--- src/rtl/trs_pkg.sv ---
// trs_pkg: shared types, constants and codes of the trajectory distance resampler
// no dependencies; imported by every module of the block
`timescale 1ns / 1ps
`default_nettype none

package trs_pkg;

    // run limit and counter width
    localparam int unsigned MAX_RUN = 64;
    localparam int unsigned RUN_W   = $clog2(MAX_RUN + 1);

    // iterative divider width
    localparam int unsigned DIV_W   = 48;
    localparam int unsigned DIV_CW  = $clog2(DIV_W);

    // register indexes
    localparam logic CFG_INTERVAL = 1'b0;
    localparam logic CFG_MAX_STEP = 1'b1;

    // register reset values
    localparam logic [30:0] INTERVAL_RST = 31'd65536;
    localparam logic [30:0] MAX_STEP_RST = 31'd655360;

    // result kinds
    localparam logic [1:0] KIND_FIRST  = 2'd0;
    localparam logic [1:0] KIND_GAP    = 2'd1;
    localparam logic [1:0] KIND_INTERP = 2'd2;

    // input word
    typedef struct packed {
        logic signed [31:0] pos_x;
        logic signed [31:0] pos_y;
        logic signed [31:0] pos_z;
        logic [62:0]        time_ns;
    } in_item_t;

    // result word
    typedef struct packed {
        logic signed [31:0] out_x;
        logic signed [31:0] out_y;
        logic signed [31:0] out_z;
        logic [62:0]        out_time_ns;
        logic [31:0]        sample_id;
        logic [1:0]         kind;
        logic [16:0]        ratio;
        logic               last;
        logic               overflow;
    } out_item_t;

    // configuration seen by the back end
    typedef struct packed {
        logic [30:0] interval;
        logic [30:0] max_step;
    } cfg_t;

    // classified pose handed from front to back
    typedef struct packed {
        logic        first;
        logic        huge;
        logic [31:0] prev_x;
        logic [31:0] prev_y;
        logic [31:0] prev_z;
        logic [62:0] prev_t;
        logic [31:0] cur_x;
        logic [31:0] cur_y;
        logic [31:0] cur_z;
        logic [62:0] cur_t;
        logic [31:0] mag_x;
        logic [31:0] mag_y;
        logic [31:0] mag_z;
        logic        neg_x;
        logic        neg_y;
        logic        neg_z;
        logic [62:0] dt;
        logic        t_neg;
    } job_t;

    // back end sequencer states
    typedef enum logic [4:0] {
        B_IDLE,
        B_SQ_X,
        B_SQ_Y,
        B_SQ_Z,
        B_SQ_END,
        B_SQRT,
        B_ROUND,
        B_CHECK,
        B_DUE,
        B_RATIO,
        B_RATIO_WAIT,
        B_MX,
        B_MY,
        B_MZ,
        B_MTH,
        B_MTL,
        B_MTF,
        B_FORM,
        B_EMIT
    } back_state_t;

endpackage

`default_nettype wire

--- src/rtl/trs_queue.sv ---
// trs_queue: two-entry queue of classified poses between front and back
// depends on trs_pkg
`timescale 1ns / 1ps
`default_nettype none

module trs_queue
    import trs_pkg::*;
(
    input  wire logic clk,
    input  wire logic rst_n,
    input  wire logic push,
    input  wire job_t push_job,
    output logic      full,
    input  wire logic pop,
    output logic      not_empty,
    output job_t      head
);

    job_t       mem_reg [2];
    logic       wr_ptr_reg, rd_ptr_reg;
    logic [1:0] count_reg;

    assign full      = count_reg == 2'd2;
    assign not_empty = count_reg != 2'd0;
    assign head      = mem_reg[rd_ptr_reg];

    // storage
    always_ff @(posedge clk)
    begin
        if (push)
        begin
            mem_reg[wr_ptr_reg] <= push_job;
        end
    end

    // pointers and fill count
    always_ff @(posedge clk or negedge rst_n)
    begin
        if (!rst_n)
        begin
            wr_ptr_reg <= 1'b0;
            rd_ptr_reg <= 1'b0;
            count_reg  <= 2'd0;
        end
        else
        begin
            if (push)
            begin
                wr_ptr_reg <= !wr_ptr_reg;
            end
            if (pop)
            begin
                rd_ptr_reg <= !rd_ptr_reg;
            end
            if (push && !pop)
            begin
                count_reg <= count_reg + 2'd1;
            end
            else if (pop && !push)
            begin
                count_reg <= count_reg - 2'd1;
            end
        end
    end

endmodule

`default_nettype wire

--- config.mk ---
export PLATFORM = sky130hd
export DESIGN_NAME = trs_queue
export DESIGN_NICKNAME = d
export VERILOG_FILES = /design/src/rtl/trs_pkg.sv /design/src/rtl/trs_queue.sv
export SDC_FILE = /design/constraint.sdc
export NUM_CORES = 1
export LEC_CHECK = 0
export BUFFER_PORTS_ARGS = -buffer_cell sky130_fd_sc_hd__buf_4
export CAP_MARGIN = 40
export CORE_AREA = 4 4 379 381
export CTS_CLUSTER_DIAMETER = 100
export DETAILED_ROUTE_END_ITERATION = 16
export DIE_AREA = 0 0 383 385
export PLACE_DENSITY_LB_ADDON = 0.08
export REMOVE_ABC_BUFFERS = 1
export SLEW_MARGIN = 10
export SYNTH_ARGS = -nofsm -noshare
export SYNTH_HDL_FRONTEND = slang
export SYNTH_SLANG_ARGS = --single-unit
--- constraint.sdc ---
create_clock -name clk -period 21.9 [get_ports clk]
set_input_delay 2.19 -clock clk [delete_from_list [all_inputs] [get_ports clk]]
set_output_delay 2.19 -clock clk [all_outputs]
set_load 0.05 [all_outputs]
==> results.md, run 1 <==
* Status: finished, final reports clean
* FP Rows at 138
* Post-DP HPWL at 79,400 µm
* Power share of the clock group at 0.230
* Most frequent cell after synthesis: edfxtp_1
* WHS Path Cells at 1
* Flop2flop setup slack at 18.67 ns
* Gr ovfl total at 0
* Total GRT Usage at 0.142
* Total CTS buffers at 116
* Clock latency at the later pin of the worst-skew pair at 0.71 ns
* Psw at 0.00312 W
* Seq cells post-synth at 970
* Routed WL per cell at 23.9 µm
* Bufs on Longest Clock Path at 3
* Pint at 0.00473 W
* Setup TNS at 0 ns
* H-tree depth at 3
* Clock Skew at 0.0312 ns
* Comb pwr share at 0.443
* Synth-to-Final Area Change at 35.0%
* Starting Density at 0.264
* Slowest stage cell, crit path: dfrtp_4
* I/O Pins at 972
* Vias in the first global route at 19,784
* Post-synth ARST share at 0.00412
* Post-cts hold buffer count at 0
* Final Setup Violations at 0
* Die width at 383 µm
* Hold path endpoint: count_reg[1]$_DFFE_PN0P_
* Netlist cell types at 16
* Core area at 141,000 µm²
* Min Tclk post-route at 6.62 ns
* Placed Cells at 4,350
* Max-slew headroom at 0.120
* First-pass DRT Iterations at 4
* Top post-synthesis cells by area: edfxtp_1, mux2_4, buf_8
* Synth top area share at 0.782
* Resized Gates After CTS at 0
* Seq/Total Area, Yosys at 0.785
* Main synth FF type: edfxtp_1
* Achievable clock frequency at 0.151 GHz
* Synth area leader: edfxtp_1
* Die Ht at 385 µm
* Max-cap violations at 0
* CP Data Arrival Time at 4.43 ns
* CTS tree: done
* Root buf cell: clkbuf_16
* Layout Cells excl Fill at 4,587
* CP max stage delay at 0.94 ns
* Leakage at between 15 and 20 nW
* Max reg flops at just under 1,000
* Clock Pin Slew Worst Setup and Hold Paths at 0.06 ns
* GPL Wtd Cong at a little under 0.8
* Drc violations at 0
* CTS sink cnt at just under 1,000
* DRT iter0 DRCs at 735
* Switching fraction of total power at 0.398
* Syn Inst Count at 1,519
* R2R depth at 4
* Post-synth EDFFs at 966
* Critical path class: flop to primary output
* Die ar. at ~150,000 µm²
* FF-to-FF Start: wr_ptr_reg$_DFFE_PN0P_
* Critical path cell sequence: buf_12 > buf_4 > buf_4 > buf_16 > mux2_2 > buf_4
* Worst EP required at approximately 20 ns
* Routed vias/inst at 4.00
* Hold Crit Class: flop to flop
* Slew Viols, Final at 0
* Flop pwr share at 0.327
* # nets final at just over 3,000
* Fin. Hold Viols at 0
* Crit path capture type: primary output
* Fillers at 13,348
* Synth top cells by count: edfxtp_1, mux2_4, buf_8
* First-pass GRT wire length at 148,000 µm
* Antenna Nets Post-Route at 0
* Synthesized area at between 30,000 and 40,000 µm²
* P per Cell Area at 157 nW/µm²
* Initial antenna violation count at 38
* Hold_sp: count_reg[1]$_DFFE_PN0P_
* RSZ-0062 raised after global routing: no
* Post-Route WL at 110,000 µm
* Worst vdd ir at around 0.095 mV
* Pin count of the biggest net entering global routing at around 170
* Vias at 18,328
* Layout cells sized above 1 at 0.615
* Worst R2R End: mem_reg[1][248]$_DFFE_PP_
* Synth Warn # at 0
* Tcrit/Tclk final at 0.302
* PortBufs at ~970
* CP max FO at 123
* CP most frequent cell: buf_4
* Hold slack at 0.491 ns
* Syn avg cell area at 24.4 µm²
* Least-Margin Pin Slew at 1.32 ns
* Setup bufs post-CTS at 0
* CP startpoint kind: flop
==> cell type report <==
class	count	area [µm²]	share of cell area
clock inverter	65	502	0.0100
inverter	1	3.75	0.0000750
tap	1890	2360	0.0472
multi-input combinational	494	7260	0.145
sequential	970	29100	0.581
clock buffer	151	3120	0.0622
timing repair buffer	995	7660	0.153
antenna	21	52.6	0.00105
==> critical path: cells and delay by family, from the launching register on <==
family	cells	cell delay [ns]
buffers and inverters	5	1.89
muxes	1	0.38
DFF	1	0.94
==> per-stage QoR <==
step	instance area, µm²	power, W	worst slack, ns	util
finish	50100	0.00785	15.28	0.356
global route	50000	0.00818	15.04	0.356
CTS	50000	0.00801	15.14	0.356
detailed placement	46400	0.00616	15.98	0.330
global placement	46200	0.00612	15.25	0.329
floorplan	36400	0.00621	-2.40	-
==> power groups by stage <==
stage,Clock (W),Sequential (W),Combinational [W]
2_1_floorplan,0,0.00302,0.00319
4_1_cts,0.00189,0.00257,0.00355
3_3_place_gp,0,0.00260,0.00352
5_1_grt,0.00196,0.00260,0.00362
6_report,0.00181,0.00257,0.00348
3_5_place_dp,0,0.00261,0.00354
==> layout by cell type (no fill, tap or decap) <==
master      netlist  layout
nor2_1            1       1
or2_2             1       1
and2_4            0       1
mux2_4          460     460
inv_6             0       5
ha_1              1       1
clkinv_16         0       2
buf_16            0       5
clkbuf_16         0     117
buf_4             0     983
edfxtp_1        966     966
bufinv_16         0       4
clkinv_2          0      25
nor2b_4           0       1
xor2_1            4       4
nor2b_1           2       1
mux2_2           23      23
inv_16            0       2
buf_12            2       7
diode_2           0      21
xnor2_1           1       1
dfrtp_4           0       1
clkinvlp_4        0       3
clkbuf_1          0      28
clkinv_1          0      24
inv_1             1       1
clkbuf_8          0       6
dfrtp_1           4       3
==> how the worst max path moves through the flow <==
stage	start	end	cells past startpoint
floorplan	push	mem_reg[0][0]$_DFFE_PP_	1
global placement	rd_ptr_reg$_DFFE_PN0P_	head[476]	5
detailed placement	rd_ptr_reg$_DFFE_PN0P_	head[476]	6
CTS	rd_ptr_reg$_DFFE_PN0P_	head[476]	6
global route	rd_ptr_reg$_DFFE_PN0P_	head[476]	6
finish	rd_ptr_reg$_DFFE_PN0P_	head[476]	6
==> logic make-up after synthesis <==
family,after synthesis,synth area share
flops,970,0.785
mux,483,0.193
buf+inv,55,0.0195
xor+xnor,5,0.00118
simple gates,5,0.000776
fa+ha+maj,1,0.000337
==> metal layers <==
layer	routed length [µm]	GRT usage	share of wire
met5	203	0	0.0019
met4	3390	0.0479	0.031
met3	11900	0.0752	0.11
met2	57000	0.254	0.52
met1	37100	0.139	0.34
(Power assumes the default switching activity.)
==> run 2, diff against run 1 <==
==> constraint.sdc (replaced) <==
create_clock -name clk -period 5.8 [get_ports clk]
set_input_delay 0.58 -clock clk [delete_from_list [all_inputs] [get_ports clk]]
set_output_delay 0.58 -clock clk [all_outputs]
set_load 0.05 [all_outputs]
==> run 2 against run 1 <==
Net effect: setup slack worse by 13 ns; cell count grew 8.4%; global-route usage up 0.50 points; design area up 7.9%; clock power rose to 3.8 times the previous value; combinational power grew to 3.9 times the previous value; core utilization rose by 2.8 points; sequential power grew to 3.8 times the previous value; die area unchanged; clock skew grew 0.0043 ns; critical endpoint is now head[466]; largest cell class unchanged; largest power group unchanged.
==> results.md, run 2 (synthesis results as in run 1) <==
* Status: finished, final reports clean (unchanged)
* Total power at 0.0300 W (was 0.00785 W)
* WP buf/inv at 4 (was 5)
* Max reg flops at 966 (unchanged)
* CP max FO at 39 (was 123)
* CP max stage delay at 0.68 ns (was 0.94 ns)
* Vias in the first global route at 21,747 (was 19,784)
* Vias at 19,990 (was 18,328)
* Core area at 141,000 µm² (unchanged)
* I/O Pins at 972 (unchanged)
* Leakage at 21.3 nW (was 19.7 nW)
* Die width at 383 µm (unchanged)
* Starting Density at 0.264 (unchanged)
* DP Area at 46,400 µm² (about the same)
* Least-Margin Pin Slew at 1.16 ns (was 1.32 ns)
* Fin. Hold Viols at 0 (unchanged)
* Final Setup Violations at 0 (unchanged)
* Critical path cell sequence: buf_12 > buf_12 > buf_4 > mux2_2 > buf_4 (was buf_12 > buf_4 > buf_4 > buf_16 > mux2_2 > buf_4)
* Synth-to-Final Area Change at 45.7% (was 35.0%)
* Post-DP HPWL at 81,100 µm (was 79,400 µm)
* CTS tree: done (unchanged)
* Post-Route WL at 114,000 µm (was 110,000 µm)
* FP Rows at 138 (unchanged)
* Critical path class: flop to primary output (unchanged)
* Hold slack at 0.0817 ns (was 0.491 ns)
* Clock Skew at 0.0355 ns (was 0.0312 ns)
* Clock latency at the later pin of the worst-skew pair at 0.70 ns (was 0.71 ns)
* Antenna Nets Post-Route at 0 (unchanged)
* Initial antenna violation count at 26 (was 38)
* Gr ovfl total at 0 (unchanged)
* Slowest stage cell, crit path: dfrtp_4 (unchanged)
* Final instance area at 54,000 µm² (was 50,100 µm²)
* Routed vias/inst at 4.02 (was 4.00)
* Layout cells sized above 1 at 0.536 (was 0.615)
* Achievable clock frequency at 0.278 GHz
* Max-slew headroom at 0.224 (was 0.120)
* Max-cap violations at 0 (unchanged)
* Slew Viols, Final at 0 (unchanged)
* Root buf cell: clkbuf_16 (unchanged)
* Min Tclk post-route at approximately 3.6 ns
* Die Ht at 385 µm (unchanged)
* Tcrit/Tclk final at 0.620
* # nets final at 3,462 (was 3,066)
* Total GRT Usage at 0.147 (was 0.142)
* Layout Cells excl Fill at 4,973 (was 4,587)
* Commonest non-fill, non-tap cell in the layout: buf_4 (unchanged)
* Routed WL per cell at 22.8 µm (was 23.9 µm)
* First-pass DRT Iterations at 4 (unchanged)
* Drc violations at 0 (unchanged)
* Bufs on Longest Clock Path at 3 (unchanged)
* CP Data Arrival Time at 3.02 ns (was 4.43 ns)
* CP startpoint kind: flop (unchanged)
* PortBufs at 971 (unchanged)
* First-pass GRT wire length at 156,000 µm (was 148,000 µm)
* CTS sink cnt at 970 (unchanged)
* Hold Crit Class: input port to flop (was flop to flop)
* Worst vdd ir at 0.342 mV (was 0.0949 mV)
* Clock Pin Slew Worst Setup and Hold Paths at 0.05 ns (was 0.06 ns)
* Pin count of the biggest net entering global routing at 148 (was 167)
* Total CTS buffers at 113 (was 116)
* Delay-heaviest family, CP: buffers and inverters (unchanged)
* P per Cell Area at 556 nW/µm² (was 157 nW/µm²)
* DRT iter0 DRCs at 925 (was 735)
* Setup TNS at 0 ns (unchanged)
* Placed Cells at 4,351 (was 4,350)
* GPL Wtd Cong at 0.810 (was 0.790)
* RSZ-0062 raised after global routing: no (unchanged)
* Resized Gates After CTS at 0 (unchanged)
* Worst EP required at 5.22 ns (was 19.71 ns)
* H-tree depth at 3 (unchanged)
* Crit path capture type: primary output (unchanged)
* Die ar. at 147,000 µm² (unchanged)
* Most frequent cells in the layout: buf_4, edfxtp_1, mux2_4, dlygate4sd3_1, clkbuf_16 (was buf_4, edfxtp_1, mux2_4, clkbuf_16, clkbuf_1)
-- run 2: repair_timing --
item | 4_1_cts | 5_1_grt
hold buffers | 398 | 0
buffers inserted | 0 | 0
endpoints found under the hold margin | 788 | 0
-- run 2: worst paths after layout --
path                                          start                        end  slack [ns]  depth (start not counted)
min in group asynchronous                     rst_n   count_reg[0]$_DFFE_PN0P_        0.25                          2
hold / removal                        push_job[241]  mem_reg[1][241]$_DFFE_PP_        0.08                          1
setup / recovery             rd_ptr_reg$_DFFE_PN0P_                  head[466]        2.20                          5
max in group asynchronous                     rst_n     rd_ptr_reg$_DFFE_PN0P_        5.42                          2
hold reg to reg            count_reg[1]$_DFFE_PN0P_   count_reg[1]$_DFFE_PN0P_        0.49                          1
setup reg to reg             wr_ptr_reg$_DFFE_PN0P_  mem_reg[0][326]$_DFFE_PP_        3.40                          3
-- run 2: layer usage --
layer  global-route usage  vias up  part of all wire
met2                0.264      706              0.52
li1                     -     9036                 -
met3               0.0577      177             0.084
met1                0.157    10057              0.36
met4               0.0488       14             0.033
met5                    0        -           0.00086
-- run 2: per-stage QoR --
stage	util	setup WS, ns
floorplan	-	-17.25
global route	0.384	2.02
detailed placement	0.330	2.85
global placement	0.330	2.80
finish	0.384	2.20
CTS	0.384	2.06
-- run 2: layout make-up --
cell class	instances	area [µm²]
fill	13198	86500
sequential	970	29100
timing repair buffer	1394	11600
multi-input combinational	494	7260
clock buffer	132	2940
tap	1890	2360
clock inverter	72	688
antenna	20	50.0
inverter	1	3.75
-- run 2: where the power goes --
part | internal, W | switching [W]
sequential | 0.00932 | 0.000358
combinational | 0.00472 | 0.00871
clock | 0.00406 | 0.00286
