===== src/rtl/trs_pkg.sv =====
// trs_pkg: shared types, constants and codes of the trajectory distance resampler
// no dependencies; imported by every module of the block
`timescale 1ns / 1ps
`default_nettype none

package trs_pkg;

    // run limit and counter width
    localparam int unsigned MAX_RUN = 64;
    localparam int unsigned RUN_W   = $clog2(MAX_RUN + 1);

    // iterative divider width
    localparam int unsigned DIV_W   = 48;
    localparam int unsigned DIV_CW  = $clog2(DIV_W);

    // register indexes
    localparam logic CFG_INTERVAL = 1'b0;
    localparam logic CFG_MAX_STEP = 1'b1;

    // register reset values
    localparam logic [30:0] INTERVAL_RST = 31'd65536;
    localparam logic [30:0] MAX_STEP_RST = 31'd655360;

    // result kinds
    localparam logic [1:0] KIND_FIRST  = 2'd0;
    localparam logic [1:0] KIND_GAP    = 2'd1;
    localparam logic [1:0] KIND_INTERP = 2'd2;

    // input word
    typedef struct packed {
        logic signed [31:0] pos_x;
        logic signed [31:0] pos_y;
        logic signed [31:0] pos_z;
        logic [62:0]        time_ns;
    } in_item_t;

    // result word
    typedef struct packed {
        logic signed [31:0] out_x;
        logic signed [31:0] out_y;
        logic signed [31:0] out_z;
        logic [62:0]        out_time_ns;
        logic [31:0]        sample_id;
        logic [1:0]         kind;
        logic [16:0]        ratio;
        logic               last;
        logic               overflow;
    } out_item_t;

    // configuration seen by the back end
    typedef struct packed {
        logic [30:0] interval;
        logic [30:0] max_step;
    } cfg_t;

    // classified pose handed from front to back
    typedef struct packed {
        logic        first;
        logic        huge;
        logic [31:0] prev_x;
        logic [31:0] prev_y;
        logic [31:0] prev_z;
        logic [62:0] prev_t;
        logic [31:0] cur_x;
        logic [31:0] cur_y;
        logic [31:0] cur_z;
        logic [62:0] cur_t;
        logic [31:0] mag_x;
        logic [31:0] mag_y;
        logic [31:0] mag_z;
        logic        neg_x;
        logic        neg_y;
        logic        neg_z;
        logic [62:0] dt;
        logic        t_neg;
    } job_t;

    // back end sequencer states
    typedef enum logic [4:0] {
        B_IDLE,
        B_SQ_X,
        B_SQ_Y,
        B_SQ_Z,
        B_SQ_END,
        B_SQRT,
        B_ROUND,
        B_CHECK,
        B_DUE,
        B_RATIO,
        B_RATIO_WAIT,
        B_MX,
        B_MY,
        B_MZ,
        B_MTH,
        B_MTL,
        B_MTF,
        B_FORM,
        B_EMIT
    } back_state_t;

endpackage

`default_nettype wire


===== src/rtl/trs_front.sv =====
// trs_front: accepts poses, keeps the previous pose and classifies each step
// depends on trs_pkg
`timescale 1ns / 1ps
`default_nettype none

module trs_front
    import trs_pkg::*;
(
    input  wire logic     clk,
    input  wire logic     rst_n,
    input  wire logic     in_valid,
    output logic          in_ready,
    input  wire in_item_t in_data,
    input  wire logic     q_full,
    output logic          q_push,
    output job_t          q_job
);

    logic [31:0] prev_x_reg, prev_y_reg, prev_z_reg;
    logic [62:0] prev_t_reg;
    logic        have_prev_reg;
    logic signed [32:0] dx, dy, dz;
    logic [32:0] ax, ay, az;

    assign in_ready = !q_full;
    assign q_push   = in_valid && !q_full;

    // coordinate differences and magnitudes
    always_comb
    begin
        dx = {in_data.pos_x[31], in_data.pos_x} - {prev_x_reg[31], prev_x_reg};
        dy = {in_data.pos_y[31], in_data.pos_y} - {prev_y_reg[31], prev_y_reg};
        dz = {in_data.pos_z[31], in_data.pos_z} - {prev_z_reg[31], prev_z_reg};
        ax = dx[32] ? 33'(-dx) : 33'(dx);
        ay = dy[32] ? 33'(-dy) : 33'(dy);
        az = dz[32] ? 33'(-dz) : 33'(dz);
    end

    // job word
    always_comb
    begin
        q_job.first  = !have_prev_reg;
        q_job.huge   = ax[32] | ax[31] | ay[32] | ay[31] | az[32] | az[31];
        q_job.prev_x = prev_x_reg;
        q_job.prev_y = prev_y_reg;
        q_job.prev_z = prev_z_reg;
        q_job.prev_t = prev_t_reg;
        q_job.cur_x  = in_data.pos_x;
        q_job.cur_y  = in_data.pos_y;
        q_job.cur_z  = in_data.pos_z;
        q_job.cur_t  = in_data.time_ns;
        q_job.mag_x  = ax[31:0];
        q_job.mag_y  = ay[31:0];
        q_job.mag_z  = az[31:0];
        q_job.neg_x  = dx[32];
        q_job.neg_y  = dy[32];
        q_job.neg_z  = dz[32];
        q_job.t_neg  = in_data.time_ns < prev_t_reg;
        q_job.dt     = q_job.t_neg ? (prev_t_reg - in_data.time_ns)
                                   : (in_data.time_ns - prev_t_reg);
    end

    // previous pose, replaced by every word
    always_ff @(posedge clk or negedge rst_n)
    begin
        if (!rst_n)
        begin
            prev_x_reg    <= '0;
            prev_y_reg    <= '0;
            prev_z_reg    <= '0;
            prev_t_reg    <= '0;
            have_prev_reg <= 1'b0;
        end
        else if (q_push)
        begin
            prev_x_reg    <= in_data.pos_x;
            prev_y_reg    <= in_data.pos_y;
            prev_z_reg    <= in_data.pos_z;
            prev_t_reg    <= in_data.time_ns;
            have_prev_reg <= 1'b1;
        end
    end

endmodule

`default_nettype wire


===== config.mk =====
export PLATFORM = sky130hd
export DESIGN_NAME = trs_front
export DESIGN_NICKNAME = d
export VERILOG_FILES = /design/src/rtl/trs_pkg.sv /design/src/rtl/trs_front.sv
export SDC_FILE = /design/constraint.sdc
export NUM_CORES = 1
export LEC_CHECK = 0
export BUFFER_PORTS_ARGS = -buffer_cell sky130_fd_sc_hd__buf_4
export CAP_MARGIN = 5
export CELL_PAD_IN_SITES_DETAIL_PLACEMENT = 1
export CELL_PAD_IN_SITES_GLOBAL_PLACEMENT = 1
export CORE_MARGIN = 4
export CORE_UTILIZATION = 38
export CTS_CLUSTER_DIAMETER = 50
export DETAILED_ROUTE_END_ITERATION = 8
export HOLD_SLACK_MARGIN = 0.12
export PLACE_DENSITY_LB_ADDON = 0.1
export SKIP_CTS_REPAIR_TIMING = 1
export SKIP_LAST_GASP = 1
export SLEW_MARGIN = 20
export SYNTH_ARGS = -nofsm -noshare
export SYNTH_HDL_FRONTEND = slang
export SYNTH_SLANG_ARGS = --single-unit

===== constraint.sdc =====
create_clock -name clk -period 5.5 [get_ports clk]
set_clock_uncertainty 0.15 [all_clocks]
set_input_delay 0.275 -clock clk [delete_from_list [all_inputs] [get_ports clk]]
set_output_delay 0.275 -clock clk [all_outputs]
set_load 0.1 [all_outputs]

==> metrics, run 1 <==
# placed instances=4310; synth top area cells=dfrtp_1 18%, ha_1 12%, o21ai_0 7.3%; Cells after Synth=3161; setup tns final=0 ns; RR Startpoint=prev_t_reg[2]$_DFFE_PN0P_; maxcap violations=0; Clock Path Buffers=2; crit path DAT=5.02 ns; area grow syn2layout=35.1%; RePlAce Congestion=0.971; P_leak=0.0146 uW; VDD IR max=0.666 mV; metal1 wirelength=42100 um; Max Used Layer=met5; die area=63800 um2; Num CTS Buffers=17; Die X=253 um; Cell Area, Synth=22700 um2; Tmin final=5.45 ns; Multi-input gate area=17000 um2; status=finished, final reports clean; core area=59100 um2; pin count of the biggest net entering global routing=103; via count=25668; met2 wire len=51800 um; flops & latches, synth=160; Ys Warns=0; fill count=7303; Vias/cell=5.67; final WL=102000 um; final hold viol count=0; setup ws final=0.0502 ns; DRT Pass-1 Iters=7; Post-route DRC=0; ANT nets after route=0; layout cells sized above 1=25.1%; placed cell areas=28000 um2; clk_lat worst skew=0.50 ns; Synth cell types=101; max FFs per register=63; RSZ-0062 raised after global routing=true; crit share post-route=99.1%; DR WL/cell=22.6 um; area share of the largest cell type after synthesis=17.6%; post-route cell area=30700 um2; Clk pin slew, worst setup/hold paths=0.08 ns; gr usage total=29.2%; nets@finish=4131; htree depth=4; top achievable clock speed=0.183 GHz; critical path type=reg -> out; Hold Path Class=in -> async; Cell Rows=89; CTS sink cnt=160; Mean Syn Cell Area=7.19 um2; global-route wire length before repair=147000 um; CP endpoint kind=primary output; total grt overflow=0; CP Launch Point=prev_z_reg[11]$_DFFE_PN0P_; Die Y=253 um; Top FF cell, synth=dfrtp_1; Slew Limit Fails=0; Post-synth EDFFs=0; Mapped Nets=3553; crit path launch type=flop; Post-synth ARST share=100%; Setup Viol. Count Final=0; Crit Path Max Fanout=7; length of routed met3 wiring=5060 um; detailed placer's ending HPWL=81100 um; post-synth top area cell=dfrtp_1; Power per Cell Area=542 nW/um2; # diodes=0; Port Buffers=647; Worst EP required=5.08 ns; IO Count=648; 1st-iter DRT viols=1359; Tightest Pin Transition=0.846 ns; post-synthesis sequential area ratio=17.6%; sequential cell area=4020 um2; CTS tree=built; relative slew slack=43.1%; antenna violations before repair=2; fin util=51.9%; Initial Util=38.4%; CTS root buf=clkbuf_16; final std cells w/o fill=4525; Place WS=0.197 ns; number of global-route vias before repair=25505
## where the power goes
group          switching (uW)  internal [uW]
clock network             603            739
logic                   10600           3230
registers                 125           1330
## per-stage QoR
step	hold slack, ns	power [uW]
2_1_floorplan	-0.171	12000
6_report	0.243	16600
3_5_place_dp	0.213	15000
5_1_grt	0.281	17300
3_3_place_gp	0.205	14900
4_1_cts	-0.342	16400
## area by class of cell
class	instances	share of cell area, %
clock inverters	12	0.514
repair buffers	872	22.9
multi-input cells	2396	55.2
flip-flops and latches	160	13.1
inverters	292	3.57
clock buffers	20	1.49
well taps	773	3.15
## cell usage in the layout, fill, tap and decap left out, drive strengths merged, types with 9 or more instances in the layout
cell type,Yosys,routed
xnor2,134,134
o21bai,40,40
nor2,203,203
clkbuf,129,21
nand2,354,354
nor2b,15,15
o2111ai,10,10
nand2b,28,28
xor2,77,77
nand3,39,39
a21oi,266,266
mux2i,22,22
or3,17,17
and3,24,24
a311oi,9,9
ha,224,224
a211oi,34,34
nor4,14,14
a21boi,11,11
o31ai,32,32
and2,16,16
inv,291,293
dfrtp,160,160
a2111oi,11,11
o31a,9,9
o211ai,35,35
or2,18,18
nand4,55,55
o21a,31,31
o21ai,334,334
nor3,52,52
buf,184,695
nor3b,9,9
dlygate4sd3,0,176
a31oi,33,33
a21o,102,102
## path summary, 6_finish.rpt
check / cells past startpoint / slack, ns / to
worst min register to register: 1 / 0.34 / have_prev_reg$_DFFE_PN0P_
max in group asynchronous: 3 / 3.66 / prev_z_reg[0]$_DFFE_PN0P_
min in group clk: 5 / 0.31 / prev_t_reg[58]$_DFFE_PN0P_
worst min-delay path: 2 / 0.24 / prev_x_reg[30]$_DFFE_PN0P_
worst max register to register: 3 / 3.92 / prev_t_reg[2]$_DFFE_PN0P_
worst max-delay path: 14 / 0.05 / q_job[481]
## synthesized netlist by cell type (7+ instances only)
master / count
nand2_1: 354
ha_1: 224
a211oi_1: 30
buf_2: 11
a221oi_1: 8
o21ai_0: 330
a31oi_1: 33
o31a_1: 9
buf_4: 161
o21bai_1: 38
nor4_1: 13
nand3_1: 39
or3_1: 17
o2111ai_1: 10
and2_1: 16
a2111oi_0: 9
nor2b_1: 15
o22ai_1: 8
nor2_1: 203
and3_1: 24
a311oi_1: 8
o21a_1: 31
o311ai_0: 7
dfrtp_1: 160
nand4_1: 54
xnor2_1: 134
a211o_1: 8
o211ai_1: 35
a21o_1: 101
clkbuf_1: 129
a21boi_0: 9
nor3_1: 52
inv_1: 291
nand2b_1: 28
mux2i_1: 22
buf_1: 8
xor2_1: 77
a21oi_1: 264
nor3b_1: 9
or2_2: 16
o31ai_1: 31
## per-layer routing
layer,GRT usage (%),up-vias
met5,0,-
met4,10.5,2
met3,4.99,153
met2,51.0,690
met1,36.3,12773
li1,-,12050
## logic make-up after synthesis
| kind of cell | synth area share, % |
|---|---|
| buf+inv | 12.8 |
| mux | 1.17 |
| simple gates | 18.0 |
| compound gates | 29.4 |
| fa+ha+maj | 12.8 |
| flops | 17.6 |
| xor+xnor | 8.14 |
## worst max-delay path, stage by stage, from the launching register on
cell	delay [ns]
dfrtp_1	0.37
inv_1	0.06
ha_1	0.46
nand2_1	0.15
nor3_1	0.46
a32oi_4	0.14
a211oi_1	0.62
o21a_1	0.20
o32ai_1	0.15
or4_4	0.56
nand4b_4	0.20
o31ai_4	0.23
xnor2_2	0.10
or4_4	0.53
buf_4	0.25
Note: power is estimated with default switching activity, not from simulation.
==> inputs of run 2 (changes only) <==
--- a/config.mk
+++ b/config.mk
@@ -9,6 +9,7 @@
 export CAP_MARGIN = 5
 export CELL_PAD_IN_SITES_DETAIL_PLACEMENT = 1
 export CELL_PAD_IN_SITES_GLOBAL_PLACEMENT = 1
+export CORE_ASPECT_RATIO = 0.7
 export CORE_MARGIN = 4
 export CORE_UTILIZATION = 38
 export CTS_CLUSTER_DIAMETER = 50
==> run 2 against run 1 <==
  * Critical path depth grew 1
  * Global-route usage rose by 0.34 points
  * First-iteration DRC count grew 43%
  * Critical endpoint unchanged
  * Register-to-register slack improved by 0.10 ns
  * Setup slack improved by 0.045 ns
  * Flip-flop and latch count stayed put
  * Power up 0.22%
  * Non-clock buffer count fell by 2
  * Largest cell class unchanged
==> metrics, run 2 (synthesized netlist as in run 1, its figures left out) <==
status=finished, final reports clean; placed cell areas=28100 um2; RePlAce Congestion=0.956; area grow syn2layout=35.5%; Vias/cell=5.71; post-route cell area=30800 um2; Tightest Pin Transition=0.955 ns; layout cells sized above 1=25.3%; reg2reg end=prev_y_reg[30]$_DFFE_PN0P_; htree depth=4; setup tns final=0 ns; crit path DAT=4.98 ns; Flop pwr share=8.7%; CP endpoint kind=primary output; Worst EP required=5.08 ns; hold_sp=q_full; pin count of the biggest net entering global routing=101; Int Power=5300 uW; setup ws final=0.0950 ns; critical path type=reg -> out; die area=63800 um2; Net Switching=11400 uW; Post-route DRC=0; metal1 wirelength=45400 um; P_leak=0.0146 uW; length of routed met3 wiring=7310 um; Multi-input gate area=17000 um2; CP Launch Point=prev_z_reg[0]$_DFFE_PN0P_; fin util=52.4%; RSZ-0062 raised after global routing=true; IO Count=648; 1st-iter DRT viols=1937; ANT nets after route=0; Num CTS Buffers=17; Crit Path Max Fanout=4; RR Startpoint=prev_y_reg[30]$_DFFE_PN0P_; fill count=7296; met2 wire len=47400 um; Clk pin slew, worst setup/hold paths=0.07 ns; Power per Cell Area=542 nW/um2; CTS root buf=clkbuf_16; crit share post-route=98.3%; commonest cells after routing, fill and taps aside=691 x buf_4, 354 x nand2_1, 319 x o21ai_0, 291 x inv_1, 259 x a21oi_1; number of global-route vias before repair=25375; gr usage total=29.5%; Setup Viol. Count Final=0; Port Buffers=647; final hold viol count=0; final WL=103000 um; DR WL/cell=22.6 um; CTS tree=built; CTS sink cnt=160; crit path launch type=flop; total grt overflow=0; Sw Ratio=68.3%; combinational share of power=83.5%; r2r worst-path depth=3; max FFs per register=63; DRT Pass-1 Iters=6; sequential cell area=4020 um2; setup slack, reg-to-reg=4.02 ns; Hold Path Class=in -> reg; Cell Rows=74; Clock Path Buffers=2; Die Y=213 um; nets@finish=4129; VDD IR max=0.400 mV; relative slew slack=36.3%; via count=25967; Initial Util=38.7%; crit path to=q_job[481]; clk_lat worst skew=0.49 ns; detailed placer's ending HPWL=81800 um; Die X=300 um; Clk pwr share=7.8%; Tmin final=5.41 ns; maxcap violations=0; Max Used Layer=met4; global-route wire length before repair=149000 um; commonest non-fill, non-tap cell in the layout=buf_4; Place WS=0.306 ns; Slew Limit Fails=0; top achievable clock speed=0.185 GHz; antenna violations before repair=1; core area=58700 um2
==> run 2: critical path, stage by stage (launching register included) <==
cell	delay, ns
dfrtp_2	0.37
ha_1	0.18
inv_1	0.07
fa_2	0.43
a21o_1	0.21
a211oi_1	0.26
nor2_1	0.12
or2_1	0.28
or4_4	0.54
nor4_4	0.31
and4b_2	0.36
nand4b_4	0.14
o31ai_4	0.35
xnor2_2	0.10
or4_4	0.55
buf_8	0.19
==> run 2: power groups by stage <==
stage          clock, uW  sequential (uW)  combinational, uW
2_1_floorplan          0             2560               9430
3_3_place_gp           0             1460              13500
3_5_place_dp           0             1470              13600
4_1_cts             1350             1450              13600
5_1_grt             1390             1470              14400
6_report            1310             1450              13900
==> run 2: cell type report <==
class	instances	area share [%]
clock inverter	10	0.410
sequential	160	13.1
antenna	1	0.00813
multi-input combinational	2396	55.3
timing repair buffer	870	22.8
tap	798	3.24
inverter	292	3.56
clock buffer	22	1.54
==> run 2: per-stage QoR <==
step / hold slack, ns / total power (uW) / cells
floorplan: -0.171 / 12000 / 3161
global placement: 0.176 / 14900 / 4337
detailed placement: 0.188 / 15000 / 4337
CTS: -0.357 / 16400 / 4369
global route: 0.173 / 17300 / 4548
finish: 0.170 / 16700 / 4549
==> run 2: routing by layer <==
| layer | track usage [%] | vias up |
|---|---|---|
| met5 | 0 | - |
| met4 | 8.21 | 0 |
| met3 | 6.28 | 119 |
| met2 | 47.1 | 866 |
| met1 | 40.5 | 12931 |
| li1 | - | 12051 |
==> run 2: how the worst min path moves through the flow <==
stage	to	cells after the start
6_report	have_prev_reg$_DFFE_PN0P_	3
5_1_grt	have_prev_reg$_DFFE_PN0P_	3
4_1_cts	prev_t_reg[24]$_DFFE_PN0P_	1
3_5_place_dp	prev_t_reg[24]$_DFFE_PN0P_	1
3_3_place_gp	prev_t_reg[24]$_DFFE_PN0P_	1
2_1_floorplan	have_prev_reg$_DFFE_PN0P_	0
